[config.mk]
export PLATFORM = sky130hd
export DESIGN_NAME = tga_image_stream_decoder_flat
export DESIGN_NICKNAME = d
export VERILOG_FILES = /design/src/hw/rtl/tga_dec_pkg.sv /design/src/hw/rtl/tga_dec_if.sv /design/src/hw/rtl/tga_dec_parser.sv /design/src/hw/rtl/tga_dec_outq.sv /design/src/hw/rtl/tga_image_stream_decoder.sv /design/src/flat_wrapper.sv
export SDC_FILE = /design/constraint.sdc
export NUM_CORES = 2
export LEC_CHECK = 0
export BUFFER_PORTS_ARGS = -buffer_cell sky130_fd_sc_hd__clkbuf_2
export CORE_UTILIZATION = 40
export DETAILED_ROUTE_END_ITERATION = 10
export RECOVER_POWER = 25
export SYNTH_ARGS = -nofsm -noshare
export SYNTH_HDL_FRONTEND = slang
export SYNTH_SLANG_ARGS = --single-unit
[constraint.sdc]
create_clock -name clk_i -period 15.9 [get_ports clk_i]
set_clock_uncertainty 0.2 [all_clocks]
set_input_delay 0.795 -clock clk_i [delete_from_list [all_inputs] [get_ports clk_i]]
set_output_delay 0.795 -clock clk_i [all_outputs]
set_load 0.005 [all_outputs]
[src/hw/rtl/tga_dec_pkg.sv]
// Shared types and constants for the TGA stream decoder.
`timescale 1ns / 1ps
package tga_dec_pkg;

  typedef enum logic [1:0] {
    KIND_HEADER = 2'd0,
    KIND_PIXEL  = 2'd1,
    KIND_ERROR  = 2'd2
  } kind_e;

  typedef enum logic [2:0] {
    ERR_CMAP  = 3'd0,
    ERR_TYPE  = 3'd1,
    ERR_DEPTH = 3'd2,
    ERR_ALPHA = 3'd3,
    ERR_TRUNC = 3'd4
  } err_e;

  typedef enum logic [1:0] {
    FMT_GREY = 2'd0,
    FMT_RGB  = 2'd1,
    FMT_RGBA = 2'd2
  } fmt_e;

  typedef struct packed {
    kind_e       kind;
    logic [31:0] pixel_value;
    logic [7:0]  repeat_count;
    logic [15:0] image_width;
    logic [15:0] image_height;
    logic [5:0]  pixel_bits;
    fmt_e        image_format;
    logic [3:0]  alpha_bits;
    err_e        error_code;
    logic        last;
  } result_t;

  typedef struct packed {
    logic    push0;
    logic    push1;
    result_t res0;
    result_t res1;
  } push_t;

  localparam int OUTQ_DEPTH = 4;
  localparam int OUTQ_PTR_W = $clog2(OUTQ_DEPTH);
  localparam int OUTQ_CNT_W = $clog2(OUTQ_DEPTH + 1);

endpackage

[src/hw/rtl/tga_dec_if.sv]
// Byte input and result output channel interfaces.
`timescale 1ns / 1ps
interface tga_dec_in_if;
  logic       valid;
  logic       ready;
  logic [7:0] data_byte;
  logic       file_start;
  logic       file_end;

  modport source (output valid, data_byte, file_start, file_end, input ready);
  modport sink (input valid, data_byte, file_start, file_end, output ready);
endinterface

interface tga_dec_out_if;
  logic        valid;
  logic        ready;
  logic [1:0]  kind;
  logic [31:0] pixel_value;
  logic [7:0]  repeat_count;
  logic [15:0] image_width;
  logic [15:0] image_height;
  logic [5:0]  pixel_bits;
  logic [1:0]  image_format;
  logic [3:0]  alpha_bits;
  logic [2:0]  error_code;
  logic        last;

  modport source (
    output valid, kind, pixel_value, repeat_count, image_width, image_height,
           pixel_bits, image_format, alpha_bits, error_code, last,
    input  ready
  );
  modport sink (
    input  valid, kind, pixel_value, repeat_count, image_width, image_height,
           pixel_bits, image_format, alpha_bits, error_code, last,
    output ready
  );
endinterface

[src/hw/rtl/tga_dec_parser.sv]
// Header parser and pixel packet decoder, one file byte per beat.
`timescale 1ns / 1ps
module tga_dec_parser (
  input  logic                clk_i,
  input  logic                rst_ni,
  input  logic                accept_i,
  input  logic [7:0]          data_byte_i,
  input  logic                file_start_i,
  input  logic                file_end_i,
  output tga_dec_pkg::push_t  push_o
);

  localparam logic [2:0] PH_HEADER = 3'd0;
  localparam logic [2:0] PH_SKIP   = 3'd1;
  localparam logic [2:0] PH_PACKET = 3'd2;
  localparam logic [2:0] PH_PIXEL  = 3'd3;
  localparam logic [2:0] PH_IDLE   = 3'd4;

  localparam logic [4:0] OFF_ID_LEN  = 5'd0;
  localparam logic [4:0] OFF_CMAP    = 5'd1;
  localparam logic [4:0] OFF_TYPE    = 5'd2;
  localparam logic [4:0] OFF_WIDTH_L = 5'd12;
  localparam logic [4:0] OFF_WIDTH_H = 5'd13;
  localparam logic [4:0] OFF_HEIGHT_L = 5'd14;
  localparam logic [4:0] OFF_HEIGHT_H = 5'd15;
  localparam logic [4:0] OFF_DEPTH   = 5'd16;
  localparam logic [4:0] OFF_DESC    = 5'd17;

  localparam logic [7:0] TYPE_TRUE     = 8'd2;
  localparam logic [7:0] TYPE_GREY     = 8'd3;
  localparam logic [7:0] TYPE_RLE_TRUE = 8'd10;
  localparam logic [7:0] TYPE_RLE_GREY = 8'd11;

  logic [2:0]  phase_q, phase_d, cur_phase;
  logic [4:0]  off_q, off_d, cur_off;
  logic [7:0]  id_left_q, id_left_d, cur_id_left;
  logic [15:0] width_q, width_d, cur_width;
  logic [15:0] height_q, height_d, cur_height;
  logic [5:0]  depth_q, depth_d, cur_depth;
  logic        rle_q, rle_d, cur_rle;
  logic        true_q, true_d, cur_true;
  logic [31:0] pix_left_q, pix_left_d, cur_pix_left;
  logic [7:0]  pkt_left_q, pkt_left_d, cur_pkt_left;
  logic        pkt_run_q, pkt_run_d, cur_pkt_run;
  logic [31:0] asm_q, asm_d, cur_asm;
  logic [1:0]  bip_q, bip_d, cur_bip;

  logic [31:0] area;
  logic [31:0] asm_new;
  logic [31:0] pix_val;
  logic [31:0] rep;
  logic [31:0] pix_rem;
  logic [2:0]  nbytes;
  logic [2:0]  bip_inc;
  logic [7:0]  pkt_cnt;
  logic [7:0]  pkt_next;
  tga_dec_pkg::push_t push;

  function automatic tga_dec_pkg::result_t err_res(input tga_dec_pkg::err_e code);
    tga_dec_pkg::result_t r;
    r            = '0;
    r.kind       = tga_dec_pkg::KIND_ERROR;
    r.error_code = code;
    r.last       = 1'b1;
    return r;
  endfunction

  assign area    = 32'(cur_width) * 32'(cur_height);
  assign asm_new = cur_asm | (32'(data_byte_i) << {cur_bip, 3'b000});
  assign nbytes  = cur_depth[5:3];
  assign bip_inc = {1'b0, cur_bip} + 3'd1;

  always_comb begin
    cur_phase    = file_start_i ? PH_HEADER : phase_q;
    cur_off      = file_start_i ? '0 : off_q;
    cur_id_left  = file_start_i ? '0 : id_left_q;
    cur_width    = file_start_i ? '0 : width_q;
    cur_height   = file_start_i ? '0 : height_q;
    cur_depth    = file_start_i ? '0 : depth_q;
    cur_rle      = file_start_i ? 1'b0 : rle_q;
    cur_true     = file_start_i ? 1'b0 : true_q;
    cur_pix_left = file_start_i ? '0 : pix_left_q;
    cur_pkt_left = file_start_i ? '0 : pkt_left_q;
    cur_pkt_run  = file_start_i ? 1'b0 : pkt_run_q;
    cur_asm      = file_start_i ? '0 : asm_q;
    cur_bip      = file_start_i ? '0 : bip_q;
  end

  always_comb begin
    phase_d    = cur_phase;
    off_d      = cur_off;
    id_left_d  = cur_id_left;
    width_d    = cur_width;
    height_d   = cur_height;
    depth_d    = cur_depth;
    rle_d      = cur_rle;
    true_d     = cur_true;
    pix_left_d = cur_pix_left;
    pkt_left_d = cur_pkt_left;
    pkt_run_d  = cur_pkt_run;
    asm_d      = cur_asm;
    bip_d      = cur_bip;
    push       = '0;
    pix_val    = asm_new;
    rep        = 32'd1;
    pix_rem    = cur_pix_left;
    pkt_cnt    = 8'({1'b0, data_byte_i[6:0]} + 8'd1);
    pkt_next   = cur_pkt_left;

    case (cur_phase)
      PH_HEADER: begin
        off_d = cur_off + 5'd1;
        case (cur_off)
          OFF_ID_LEN: id_left_d = data_byte_i;
          OFF_CMAP: begin
            if (data_byte_i == 8'd1) begin
              push.push0 = 1'b1;
              push.res0  = err_res(tga_dec_pkg::ERR_CMAP);
              phase_d    = PH_IDLE;
            end
          end
          OFF_TYPE: begin
            case (data_byte_i)
              TYPE_TRUE: begin
                true_d = 1'b1;
                rle_d  = 1'b0;
              end
              TYPE_GREY: begin
                true_d = 1'b0;
                rle_d  = 1'b0;
              end
              TYPE_RLE_TRUE: begin
                true_d = 1'b1;
                rle_d  = 1'b1;
              end
              TYPE_RLE_GREY: begin
                true_d = 1'b0;
                rle_d  = 1'b1;
              end
              default: begin
                push.push0 = 1'b1;
                push.res0  = err_res(tga_dec_pkg::ERR_TYPE);
                phase_d    = PH_IDLE;
              end
            endcase
          end
          OFF_WIDTH_L:  width_d  = {cur_width[15:8], data_byte_i};
          OFF_WIDTH_H:  width_d  = {data_byte_i, cur_width[7:0]};
          OFF_HEIGHT_L: height_d = {cur_height[15:8], data_byte_i};
          OFF_HEIGHT_H: height_d = {data_byte_i, cur_height[7:0]};
          OFF_DEPTH: begin
            if (data_byte_i != 8'd8 && data_byte_i != 8'd16 &&
                data_byte_i != 8'd24 && data_byte_i != 8'd32) begin
              push.push0 = 1'b1;
              push.res0  = err_res(tga_dec_pkg::ERR_DEPTH);
              phase_d    = PH_IDLE;
            end else begin
              depth_d = data_byte_i[5:0];
            end
          end
          OFF_DESC: begin
            if (data_byte_i[3:0] != 4'd0 && data_byte_i[3:0] != 4'd8) begin
              push.push0 = 1'b1;
              push.res0  = err_res(tga_dec_pkg::ERR_ALPHA);
              phase_d    = PH_IDLE;
            end else begin
              pix_left_d             = area;
              push.push0             = 1'b1;
              push.res0.kind         = tga_dec_pkg::KIND_HEADER;
              push.res0.image_width  = cur_width;
              push.res0.image_height = cur_height;
              push.res0.pixel_bits   = cur_depth;
              push.res0.image_format = !cur_true ? tga_dec_pkg::FMT_GREY :
                                       (cur_depth == 6'd32) ? tga_dec_pkg::FMT_RGBA :
                                       tga_dec_pkg::FMT_RGB;
              push.res0.alpha_bits   = data_byte_i[3:0];
              push.res0.last         = (area == 32'd0);
              if (area == 32'd0) begin
                phase_d = PH_IDLE;
              end else if (cur_id_left != 8'd0) begin
                phase_d = PH_SKIP;
              end else begin
                bip_d      = '0;
                asm_d      = '0;
                pkt_left_d = '0;
                pkt_run_d  = 1'b0;
                phase_d    = cur_rle ? PH_PACKET : PH_PIXEL;
              end
            end
          end
          default: ;
        endcase
      end
      PH_SKIP: begin
        id_left_d = cur_id_left - 8'd1;
        if (cur_id_left == 8'd1) begin
          bip_d      = '0;
          asm_d      = '0;
          pkt_left_d = '0;
          pkt_run_d  = 1'b0;
          phase_d    = cur_rle ? PH_PACKET : PH_PIXEL;
        end
      end
      PH_PACKET: begin
        if (32'(pkt_cnt) > cur_pix_left) begin
          pkt_cnt = cur_pix_left[7:0];
        end
        pkt_left_d = pkt_cnt;
        pkt_run_d  = data_byte_i[7];
        bip_d      = '0;
        asm_d      = '0;
        phase_d    = PH_PIXEL;
      end
      PH_PIXEL: begin
        if (bip_inc >= nbytes) begin
          if (cur_true && (cur_depth == 6'd24 || cur_depth == 6'd32)) begin
            pix_val = {asm_new[31:24], asm_new[7:0], asm_new[15:8], asm_new[23:16]};
          end
          rep = cur_pkt_run ? 32'(cur_pkt_left) : 32'd1;
          if (rep > cur_pix_left) begin
            rep = cur_pix_left;
          end
          pix_rem                = cur_pix_left - rep;
          pix_left_d             = pix_rem;
          push.push0             = 1'b1;
          push.res0.kind         = tga_dec_pkg::KIND_PIXEL;
          push.res0.pixel_value  = pix_val;
          push.res0.repeat_count = rep[7:0];
          push.res0.last         = (pix_rem == 32'd0);
          bip_d                  = '0;
          asm_d                  = '0;
          if (cur_rle) begin
            pkt_next   = cur_pkt_run ? 8'd0 : cur_pkt_left - 8'd1;
            pkt_left_d = pkt_next;
            if (pkt_next == 8'd0) begin
              phase_d = PH_PACKET;
            end
          end
          if (pix_rem == 32'd0) begin
            phase_d = PH_IDLE;
          end
        end else begin
          bip_d = cur_bip + 2'd1;
          asm_d = asm_new;
        end
      end
      default: ;
    endcase

    if (file_end_i && phase_d != PH_IDLE) begin
      phase_d = PH_IDLE;
      if (push.push0) begin
        push.push1 = 1'b1;
        push.res1  = err_res(tga_dec_pkg::ERR_TRUNC);
      end else begin
        push.push0 = 1'b1;
        push.res0  = err_res(tga_dec_pkg::ERR_TRUNC);
      end
    end
  end

  always_comb begin
    push_o       = push;
    push_o.push0 = push.push0 & accept_i;
    push_o.push1 = push.push1 & accept_i;
  end

  always_ff @(posedge clk_i or negedge rst_ni) begin
    if (!rst_ni) begin
      phase_q    <= PH_HEADER;
      off_q      <= '0;
      id_left_q  <= '0;
      width_q    <= '0;
      height_q   <= '0;
      depth_q    <= '0;
      rle_q      <= 1'b0;
      true_q     <= 1'b0;
      pix_left_q <= '0;
      pkt_left_q <= '0;
      pkt_run_q  <= 1'b0;
      asm_q      <= '0;
      bip_q      <= '0;
    end else if (accept_i) begin
      phase_q    <= phase_d;
      off_q      <= off_d;
      id_left_q  <= id_left_d;
      width_q    <= width_d;
      height_q   <= height_d;
      depth_q    <= depth_d;
      rle_q      <= rle_d;
      true_q     <= true_d;
      pix_left_q <= pix_left_d;
      pkt_left_q <= pkt_left_d;
      pkt_run_q  <= pkt_run_d;
      asm_q      <= asm_d;
      bip_q      <= bip_d;
    end
  end

endmodule

[src/hw/rtl/tga_dec_outq.sv]
// Result queue taking up to two results per beat and giving one per beat.
`timescale 1ns / 1ps
module tga_dec_outq (
  input  logic                  clk_i,
  input  logic                  rst_ni,
  input  tga_dec_pkg::push_t    push_i,
  output tga_dec_pkg::result_t  head_o,
  output logic                  valid_o,
  input  logic                  ready_i,
  output logic                  room_o
);

  localparam int PtrW = tga_dec_pkg::OUTQ_PTR_W;
  localparam int CntW = tga_dec_pkg::OUTQ_CNT_W;

  tga_dec_pkg::result_t mem_q [tga_dec_pkg::OUTQ_DEPTH];
  logic [PtrW-1:0] wr_q, wr_d, rd_q, rd_d;
  logic [CntW-1:0] cnt_q, cnt_d;
  logic            pop;

  assign valid_o = (cnt_q != '0);
  assign head_o  = mem_q[rd_q];
  assign pop     = valid_o & ready_i;
  assign room_o  = (cnt_q <= CntW'(tga_dec_pkg::OUTQ_DEPTH - 2));

  assign wr_d  = wr_q + PtrW'(push_i.push0) + PtrW'(push_i.push1);
  assign rd_d  = rd_q + PtrW'(pop);
  assign cnt_d = cnt_q + CntW'(push_i.push0) + CntW'(push_i.push1) - CntW'(pop);

  always_ff @(posedge clk_i) begin
    if (push_i.push0) begin
      mem_q[wr_q] <= push_i.res0;
    end
    if (push_i.push1) begin
      mem_q[wr_q + PtrW'(1)] <= push_i.res1;
    end
  end

  always_ff @(posedge clk_i or negedge rst_ni) begin
    if (!rst_ni) begin
      wr_q  <= '0;
      rd_q  <= '0;
      cnt_q <= '0;
    end else begin
      wr_q  <= wr_d;
      rd_q  <= rd_d;
      cnt_q <= cnt_d;
    end
  end

endmodule

[src/hw/rtl/tga_image_stream_decoder.sv]
// Top level of the streaming TGA decoder.
// Usage:
//   in_i carries one file byte per beat with file_start on byte 0 of a file
//   and file_end on its final byte. out_o carries results: one header beat
//   (width, height, depth, format, alpha), then pixel runs (value and repeat
//   count), or an error beat; last marks the final result of an image.
//   A byte yields zero, one or two results; bytes after the end of an image
//   or an error are dropped until the next file_start.
// Output: each result is registered in the result queue as its byte is taken.
// Throughput: one byte per cycle while in_i.ready is high. The parser state
//   updates once per byte; a four-entry result queue decouples the two
//   channels; in_i.ready drops only while the queue holds over two results.
// Reset: parser returns to header byte 0 and the queue empties; the first
//   byte after reset is parsed as a header byte even without file_start.
// Stall: while out_o.ready is low results wait in the queue and input
//   stops once fewer than two free entries remain.
`timescale 1ns / 1ps
module tga_image_stream_decoder (
  input  logic          clk_i,
  input  logic          rst_ni,
  tga_dec_in_if.sink    in_i,
  tga_dec_out_if.source out_o
);

  logic                 accept;
  logic                 room;
  tga_dec_pkg::push_t   push;
  tga_dec_pkg::result_t head;

  assign in_i.ready = room;
  assign accept     = in_i.valid & room;

  tga_dec_parser u_parser (
    .clk_i        (clk_i),
    .rst_ni       (rst_ni),
    .accept_i     (accept),
    .data_byte_i  (in_i.data_byte),
    .file_start_i (in_i.file_start),
    .file_end_i   (in_i.file_end),
    .push_o       (push)
  );

  tga_dec_outq u_outq (
    .clk_i   (clk_i),
    .rst_ni  (rst_ni),
    .push_i  (push),
    .head_o  (head),
    .valid_o (out_o.valid),
    .ready_i (out_o.ready),
    .room_o  (room)
  );

  assign out_o.kind         = head.kind;
  assign out_o.pixel_value  = head.pixel_value;
  assign out_o.repeat_count = head.repeat_count;
  assign out_o.image_width  = head.image_width;
  assign out_o.image_height = head.image_height;
  assign out_o.pixel_bits   = head.pixel_bits;
  assign out_o.image_format = head.image_format;
  assign out_o.alpha_bits   = head.alpha_bits;
  assign out_o.error_code   = head.error_code;
  assign out_o.last         = head.last;

  a_second_after_first: assert property (@(posedge clk_i) disable iff (!rst_ni)
    push.push1 |-> push.push0)
    else $error("second result pushed without first");

  a_push_needs_accept: assert property (@(posedge clk_i) disable iff (!rst_ni)
    push.push0 |-> accept)
    else $error("result pushed without an accepted byte");

  a_error_is_last: assert property (@(posedge clk_i) disable iff (!rst_ni)
    out_o.valid && out_o.kind == tga_dec_pkg::KIND_ERROR |-> out_o.last)
    else $error("error result without last");

  a_run_nonzero: assert property (@(posedge clk_i) disable iff (!rst_ni)
    out_o.valid && out_o.kind == tga_dec_pkg::KIND_PIXEL |-> out_o.repeat_count != 8'd0)
    else $error("pixel run with zero count");

endmodule
[src/flat_wrapper.sv]
// flat-port wrapper written by rule: the top's interface ports become plain ports
module tga_image_stream_decoder_flat 
  (clk_i, rst_ni, in_i_valid, in_i_data_byte, in_i_file_start, in_i_file_end, in_i_ready, out_o_valid, out_o_kind, out_o_pixel_value, out_o_repeat_count, out_o_image_width, out_o_image_height, out_o_pixel_bits, out_o_image_format, out_o_alpha_bits, out_o_error_code, out_o_last, out_o_ready);
  tga_dec_in_if in_i_i ();
  tga_dec_out_if out_o_i ();
  input  logic clk_i;
  input  logic rst_ni;
  input wire logic [$bits(in_i_i.valid)-1:0] in_i_valid;
  input wire logic [$bits(in_i_i.data_byte)-1:0] in_i_data_byte;
  input wire logic [$bits(in_i_i.file_start)-1:0] in_i_file_start;
  input wire logic [$bits(in_i_i.file_end)-1:0] in_i_file_end;
  output wire logic [$bits(in_i_i.ready)-1:0] in_i_ready;
  output wire logic [$bits(out_o_i.valid)-1:0] out_o_valid;
  output wire logic [$bits(out_o_i.kind)-1:0] out_o_kind;
  output wire logic [$bits(out_o_i.pixel_value)-1:0] out_o_pixel_value;
  output wire logic [$bits(out_o_i.repeat_count)-1:0] out_o_repeat_count;
  output wire logic [$bits(out_o_i.image_width)-1:0] out_o_image_width;
  output wire logic [$bits(out_o_i.image_height)-1:0] out_o_image_height;
  output wire logic [$bits(out_o_i.pixel_bits)-1:0] out_o_pixel_bits;
  output wire logic [$bits(out_o_i.image_format)-1:0] out_o_image_format;
  output wire logic [$bits(out_o_i.alpha_bits)-1:0] out_o_alpha_bits;
  output wire logic [$bits(out_o_i.error_code)-1:0] out_o_error_code;
  output wire logic [$bits(out_o_i.last)-1:0] out_o_last;
  input wire logic [$bits(out_o_i.ready)-1:0] out_o_ready;
  assign in_i_i.valid = in_i_valid;
  assign in_i_i.data_byte = in_i_data_byte;
  assign in_i_i.file_start = in_i_file_start;
  assign in_i_i.file_end = in_i_file_end;
  assign in_i_ready = in_i_i.ready;
  assign out_o_valid = out_o_i.valid;
  assign out_o_kind = out_o_i.kind;
  assign out_o_pixel_value = out_o_i.pixel_value;
  assign out_o_repeat_count = out_o_i.repeat_count;
  assign out_o_image_width = out_o_i.image_width;
  assign out_o_image_height = out_o_i.image_height;
  assign out_o_pixel_bits = out_o_i.pixel_bits;
  assign out_o_image_format = out_o_i.image_format;
  assign out_o_alpha_bits = out_o_i.alpha_bits;
  assign out_o_error_code = out_o_i.error_code;
  assign out_o_last = out_o_i.last;
  assign out_o_i.ready = out_o_ready;
  tga_image_stream_decoder u_core (.clk_i(clk_i), .rst_ni(rst_ni), .in_i(in_i_i), .out_o(out_o_i));
endmodule
; Word level (Yosys, flattened, before mapping)
; Memory sizes are Yosys's and may differ from the RTL's.
; Cells that the tools add are included.
[totals]
wordCells = 199
mem_bits_rw = 360
output_inout_bits = 92
regBits = 138
memories = 1
[memory_table]
columns = memory, words, width, rd, rd_clocked_by_memory_dff, write_ports, line_no
row1 = u_core.u_outq.mem_q, 4, 90, 1, 0, 2, tga_dec_outq.sv:16  ; tga_dec_pkg::result_t mem_q [tga_dec_pkg::OUTQ_DEPTH];
[classes]
order_cmp = 4
addsub = 14
multipliers = 1
muxes = 112
eq_ne = 25
n_reduce_logical = 20
bitwise_logic = 5
shift = 1
[ops]
columns = operator, n
row1 = 90-bit 2-to-1 mux, 5
row2 = 32-bit 2-to-1 mux, 14
row3 = 90-bit case mux with 4 select lines, 1
row4 = 182-bit 2-to-1 mux, 1
row5 = 32-bit case mux with 4 select lines, 1
row6 = 8-bit 2-to-1 mux, 13
row7 = 42-bit case mux with 2 select lines, 1
row8 = 8-bit by 32-bit greater-than comparator with 1-bit output, 2
row9 = 32-bit logical NOT, 2
row10 = 16-bit 2-to-1 mux, 4
row11 = 16-bit case mux with 2 select lines, 2
row12 = 32-bit case mux with 2 select lines, 1
row13 = 47-bit 2-to-1 mux, 1
row14 = 44-bit 2-to-1 mux, 1
row15 = 41-bit 2-to-1 mux, 1
row16 = 3-bit 2-to-1 mux, 12
row17 = 16-bit by 16-bit multiplier with 32-bit output, 1
row18 = 32-bit bitwise OR, 1
row19 = 8-bit case mux with 4 select lines, 1
row20 = 8-bit by 5-bit left shift with 32-bit output, 1
row21 = 32-bit subtractor, 1
row22 = 1-bit 2-to-1 mux, 24
row23 = 2-bit 2-to-1 mux, 12
row24 = 24-bit 2-to-1 mux, 1
row25 = other kinds (45), 78

; Logic depth before layout (Yosys ltp)
[logic_depth]
ltp_word = 18
ltp_mapped = 40
ltp_nobuf = 30

; Cells and area by module
; Synthesis repeated with hierarchy kept, for this count alone.
[unflattened]
hier_cells = 3304
hier_area_um2 = 37828.8
[by_module_without_submodules]
columns = module, instances, seq_area_each_um2, area_each_um2, cells_per_inst
row1 = tga_dec_parser, 1, 3278.1, 19522.5, 2397
row2 = tga_dec_outq, 1, 10985.5, 18300.1, 906
row3 = tga_image_stream_decoder, 1, 0.0, 6.3, 1

; Worst setup path after synthesis
; No wires, ideal clock.
[synth_timing]
path_type = input to register
startpoint = input port in_i_file_start
endpoint = register u_core.u_outq.cnt_q[2]
path_slack_ps = 4936
stages = 37
n_path_buf = 10
arrival_time_ps = 10642
path_cell_list = clkbuf_1 -> buf_1 -> buf_1 -> clkbuf_1 -> clkbuf_1 -> buf_1 -> clkbuf_1 -> clkbuf_1 -> buf_1 -> nor2b_1 -> nand2_1 -> fa_1 -> fa_1 -> inv_1 -> fa_1 -> inv_1 -> fa_1 -> fa_1 -> fa_1 -> inv_1 -> ha_1 -> clkbuf_1 -> a21oi_1 -> o21ai_0 -> a221oi_1 -> nand2_1 -> or4b_2 -> o221ai_1 -> and4_1 -> o211a_4 -> nand2_1 -> a31oi_1 -> ha_1 -> inv_1 -> fa_1 -> fa_1 -> xnor2_1
[synth_via]
elab_chain_cells = 18
elab_cells_between_ends = 61
classes_between = add/sub: 6 / mul: 1 / order compare: 2 / eq/ne: 9 / mux: 35 / bitwise: 2 / reduce/logical: 6
[synth_lines]
columns = item, line_no
row1 = "start, declared", flat_wrapper.sv:10  ; input wire logic [$bits(in_i_i.file_start)-1:0] in_i_file_start;
row2 = 8-bit 2-to-1 mux / 1-bit 2-to-1 mux (equally long branches), "tga_dec_parser.sv:83, tga_dec_parser.sv:84"
row3 = 8-bit 2-to-1 mux, tga_dec_parser.sv:219  ; rep = cur_pkt_run ? 32'(cur_pkt_left) : 32'd1;
row4 = 8-bit by 32-bit greater-than comparator with 1-bit output, tga_dec_parser.sv:220  ; if (rep > cur_pix_left) begin
row5 = 32-bit 2-to-1 mux, tga_dec_parser.sv:220
row6 = 32-bit 2-to-1 mux, tga_dec_parser.sv:215  ; if (bip_inc >= nbytes) begin
row7 = 32-bit 2-to-1 mux, tga_dec_parser.sv:110  ; case (cur_phase)
row8 = 32-bit subtractor, tga_dec_parser.sv:223  ; pix_rem = cur_pix_left - rep;
row9 = 32-bit logical NOT, tga_dec_parser.sv:239  ; if (pix_rem == 32'd0) begin
row10 = [... 3 more ...], n/a
row11 = 3-bit inequality test, tga_dec_parser.sv:250  ; if (file_end_i && phase_d != PH_IDLE) begin
row12 = 1-bit logical AND, tga_dec_parser.sv:250
row13 = 182-bit 2-to-1 mux (*), tga_dec_parser.sv:250
row14 = 1-bit bitwise AND, tga_dec_parser.sv:264  ; push_o.push0 = push.push0 & accept_i;
row15 = 3-bit by 1-bit adder with 3-bit output, tga_dec_outq.sv:28  ; assign cnt_d = cnt_q + CntW'(push_i.push0) + CntW'(push_i.push1) - CntW'(pop);
row16 = 3-bit by 1-bit adder with 3-bit output (*), tga_dec_outq.sv:28
row17 = 3-bit by 1-bit subtractor with 3-bit output (*), tga_dec_outq.sv:28
row18 = net u_core.u_outq.cnt_d[2], tga_dec_outq.sv:18  ; logic [CntW-1:0] cnt_q, cnt_d;
row19 = "end signal, assigned", tga_dec_outq.sv:47  ; cnt_q <= cnt_d;
row20 = "end, declared", tga_dec_outq.sv:18
; Mark *: on every way through the listed nets, which the timed path passes. The rest lies on a longest branch. The select of a mux whose other input is x is not followed.
; A chain may end at the register's enable or synchronous reset.

==> flow_metrics.py <==
metrics = {
    "global_routing": {
        "grt_max_degree": 112,
        "overflow": 0,
        "grt_pass1_wl_um": 177000,
        "antenna_found_initial": 2,
        "grt_usage_pct": 26.2,
        "grt_pass1_vias": 28600,
    },
    "sta": {
        "fmax_mhz": 83.5,
        "slew_viol_final": 353,
        "slew_headroom_pct": -178,
        "tightest_slew_ns": 4.16,
        "fin_crit_sh_pct": 75.3,
        "rsz0062_at_grt": "no",
        "holdWs_ns": 0.259,
        "finalSetupTns_ns": 0,
        "hold_viol_final": 0,
        "fin_crit_ns": 11.97,
        "setup_viol": 0,
    },
    "critical_path": {
        "reg2reg_setup_slack_ns": 5.37,
        "setup.worst_path.end": "u_core.u_outq.mem_q[0][42]",
        "startpoint": "in_i_file_start",
        "endpoint_kind": "flop",
        "worstSetupPathType": "in -> reg",
        "required_ns": 16.24,
        "arrival_ns": 12.31,
        "worstPathMaxFanout": 111,
        "worstRegToRegCells": 24,
        "cp-start-kind": "primary input",
        "rr_endpoint": "u_core.u_outq.mem_q[0][42]",
        "reg2reg_from": "u_core.u_parser.width_q[13]",
    },
    "finish": {
        "fillers": 8260,
        "antenna_cells": 0,
        "ff_latch_area_um2": 10800,
        "fin_nets": 4142,
        "multi_input_area_um2": 21500,
        "final_common_cell": "nand2_1",
        "area_delta_synth_final_pct": 9.19,
        "final_cell_mix": "nand2_1 (396), o21ai_0 (379), dfxtp_1 (348)",
        "fin_cells": 4961,
        "drive_gt1_share_pct": 9.75,
        "stdcell_area_um2": 37400,
    },
    "route": {
        "via_count": 29900,
        "via_per_inst": 6.03,
        "wl_per_cell_um": 23.1,
        "drtAntennaViolNets": 0,
        "drc_errors": 0,
        "drt_wl_total_um": 114000,
        "dr.pass1.iters": 5,
        "drt_iter0_drc": 3154,
    },
    "yosys": {
        "yosysSeqAreaShare_pct": 31.5,
        "synth_edf_count": 12,
        "ys_seq_elements": 498,
        "yosysTopAreaCellShare_pct": 20.4,
        "syn_area_um2": 34200,
        "synthFlopType": "dfxtp_1",
        "syn-num-nets": 4243,
        "syn_inst": 3884,
        "yosysTopAreaCell": "dfxtp_1",
        "yosysWarnings": 0,
        "yosys-top-cells-area": "dfxtp_1 (20%), fa_1 (12%), dfrtp_1 (10%), mux4_2 (5.9%), o21ai_0 (5.5%)",
        "async_flop_share_pct": 27.7,
        "synth.distinct_cells": 85,
        "syn_avg_cell_area_um2": 8.81,
    },
    "place": {
        "hpwl_um": 75600,
        "dpl_cell_area_um2": 35500,
        "placedCellCount": 4861,
        "gp_congestion": 0.932,
        "io_buffers": 105,
    },
    "die": {
        "die_area_um2": 86700,
        "initial_core_util_pct": 40.7,
        "ioPinCount": 106,
        "die_w_um": 294,
        "coreArea_um2": 84100,
        "die_y_um": 294,
        "num_rows": 106,
    },
    "run_status": {
        "status": "finished, violations left",
        "violations": "max-capacitance violations, max-slew violations",
    },
    "cts": {
        "clkLatencyLatePin_ns": 0.63,
        "root_buffer": "clkbuf_16",
        "cts_inserted_buffers": 54,
        "clk_pin_slew_worst_paths_ns": 0.06,
        "hold_buffers": 0,
        "clockBufferDepth": 3,
        "tritoncts": "built",
        "htreeDepth": 2,
        "cts_sinks": 498,
        "cts_setup_buffers": 0,
        "cts_resized": 0,
    },
    "power_and_ir_drop": {
        "p_leak_nw": 14.4,
        "ir_drop_mv": 0.0772,
        "power_density_nw_per_um2": 95.0,
    },
    "min_path": {
        "worst_hold_path_type": "reg -> reg",
    },
    "job": {
        "max_cap_viol_count": 7,
    },
}
-- power by group --
| part | switching (mW) | leakage, nW | internal, mW |
|---|---|---|---|
| Combinational | 0.551 | 8.72 | 0.290 |
| Sequential | 0.0877 | 4.79 | 1.29 |
| Clock | 0.542 | 0.926 | 0.787 |
| Total | 1.18 | 14.4 | 2.37 |
-- area by class of cell --
type,count,area share (%)
Clock buffer,85,4.47
Clock inverter,15,0.573
Timing Repair Buffer,160,2.45
Multi-Input combinational cell,2851,57.6
Tap cell,1134,3.80
Sequential cell,498,28.9
Inverter,218,2.19
-- synth_stat cells, types with 24 or more instances --
| cell | n |
|---|---|
| nand4_1 | 88 |
| and2_1 | 120 |
| mux2i_1 | 49 |
| nand2_1 | 401 |
| ha_1 | 147 |
| o22ai_1 | 26 |
| a21oi_1 | 313 |
| xor2_1 | 27 |
| and3_1 | 27 |
| o21ai_0 | 377 |
| nand3_1 | 216 |
| mux4_2 | 90 |
| nor2b_1 | 60 |
| clkbuf_1 | 230 |
| inv_1 | 218 |
| a22oi_1 | 24 |
| buf_1 | 38 |
| o2bb2ai_1 | 46 |
| nor2_1 | 197 |
| buf_2 | 47 |
| xnor2_1 | 25 |
| fa_1 | 198 |
| a22o_1 | 66 |
| dfxtp_1 | 348 |
| nor3_1 | 47 |
| dfrtp_1 | 138 |
-- registers in the layout, indices dropped and copies added (netlist names), 2 cells and up --
signal / flops
u_core.u_parser.depth_q: 6
u_core.u_parser.phase_q: 3
u_core.u_parser.pkt_left_q: 8
u_core.u_parser.id_left_q: 8
u_core.u_parser.pix_left_q: 32
u_core.u_outq.mem_q: 360
u_core.u_parser.height_q: 16
u_core.u_parser.asm_q: 32
u_core.u_parser.bip_q: 2
u_core.u_outq.cnt_q: 3
u_core.u_outq.rd_q: 2
u_core.u_parser.width_q: 16
u_core.u_parser.off_q: 5
u_core.u_outq.wr_q: 2
-- worst min path at each step --
stage / endpoint / cells past startpoint / start
4_1_cts: u_core.u_parser.asm_q[22] / 1 / rst_ni
3_3_place_gp: u_core.u_outq.mem_q[1][19] / 1 / u_core.u_outq.mem_q[1][19]
2_1_floorplan: u_core.u_outq.mem_q[1][6] / 1 / u_core.u_outq.mem_q[1][6]
3_5_place_dp: u_core.u_outq.mem_q[1][19] / 1 / u_core.u_outq.mem_q[1][19]
6_report: u_core.u_outq.mem_q[1][37] / 1 / u_core.u_outq.mem_q[1][37]
5_1_grt: u_core.u_outq.mem_q[1][43] / 1 / u_core.u_outq.mem_q[1][43]
-- worst max-delay path: stages --
cell and delay, ns:
clkbuf_1 0.63, buf_12 0.51, inv_1 0.77, clkbuf_1 1.17, nand2_1 0.40, ha_1 0.43, nor2b_1 0.13, o21ai_0 0.15
nand2b_1 0.08, a21oi_1 0.21, o21ai_0 0.11, o211ai_1 0.48, mux2i_1 0.26, ha_1 0.30, fa_1 0.45, nand2b_1 0.18
a21oi_1 0.37, o21a_1 0.48, nor2_1 0.23, a32oi_1 0.34, or4b_1 0.50, nor4_2 0.56, a21oi_1 0.20, and3_1 0.48
o21ai_4 0.93, buf_4 0.70, nand4_1 0.19, o21ai_0 0.12
-- stage by stage --
step	util, %	setup slack (ns)	power, mW
CTS	44.5	5.45	3.55
global placement	42.2	5.16	2.23
floorplan	-	4.94	1.97
finish	44.4	3.93	3.55
global route	44.4	3.45	3.68
detailed placement	42.2	5.02	2.23
-- logic make-up after synthesis --
logic type,synth area share (%)
DFF,31.5
adders and majority gates,17.0
AOI/OAI and AO/OA,18.7
muxes,7.36
buffers and inverters,6.06
xor gates and xnor gates,1.33
and+or+nand+nor,18.0
-- layer usage --
layer  wire length [µm]  vias to the layer above  share of wire (%)  global-route usage (%)
met4               2910                        4                2.5                    7.19
met5                 23                        -              0.020                       0
met2              50600                     1447                 44                    39.3
met3              10500                      169                9.1                    4.76
li1                   -                    13500                  -                       -
met1              50500                    14800                 44                    38.3
(Power assumes the default switching activity.)
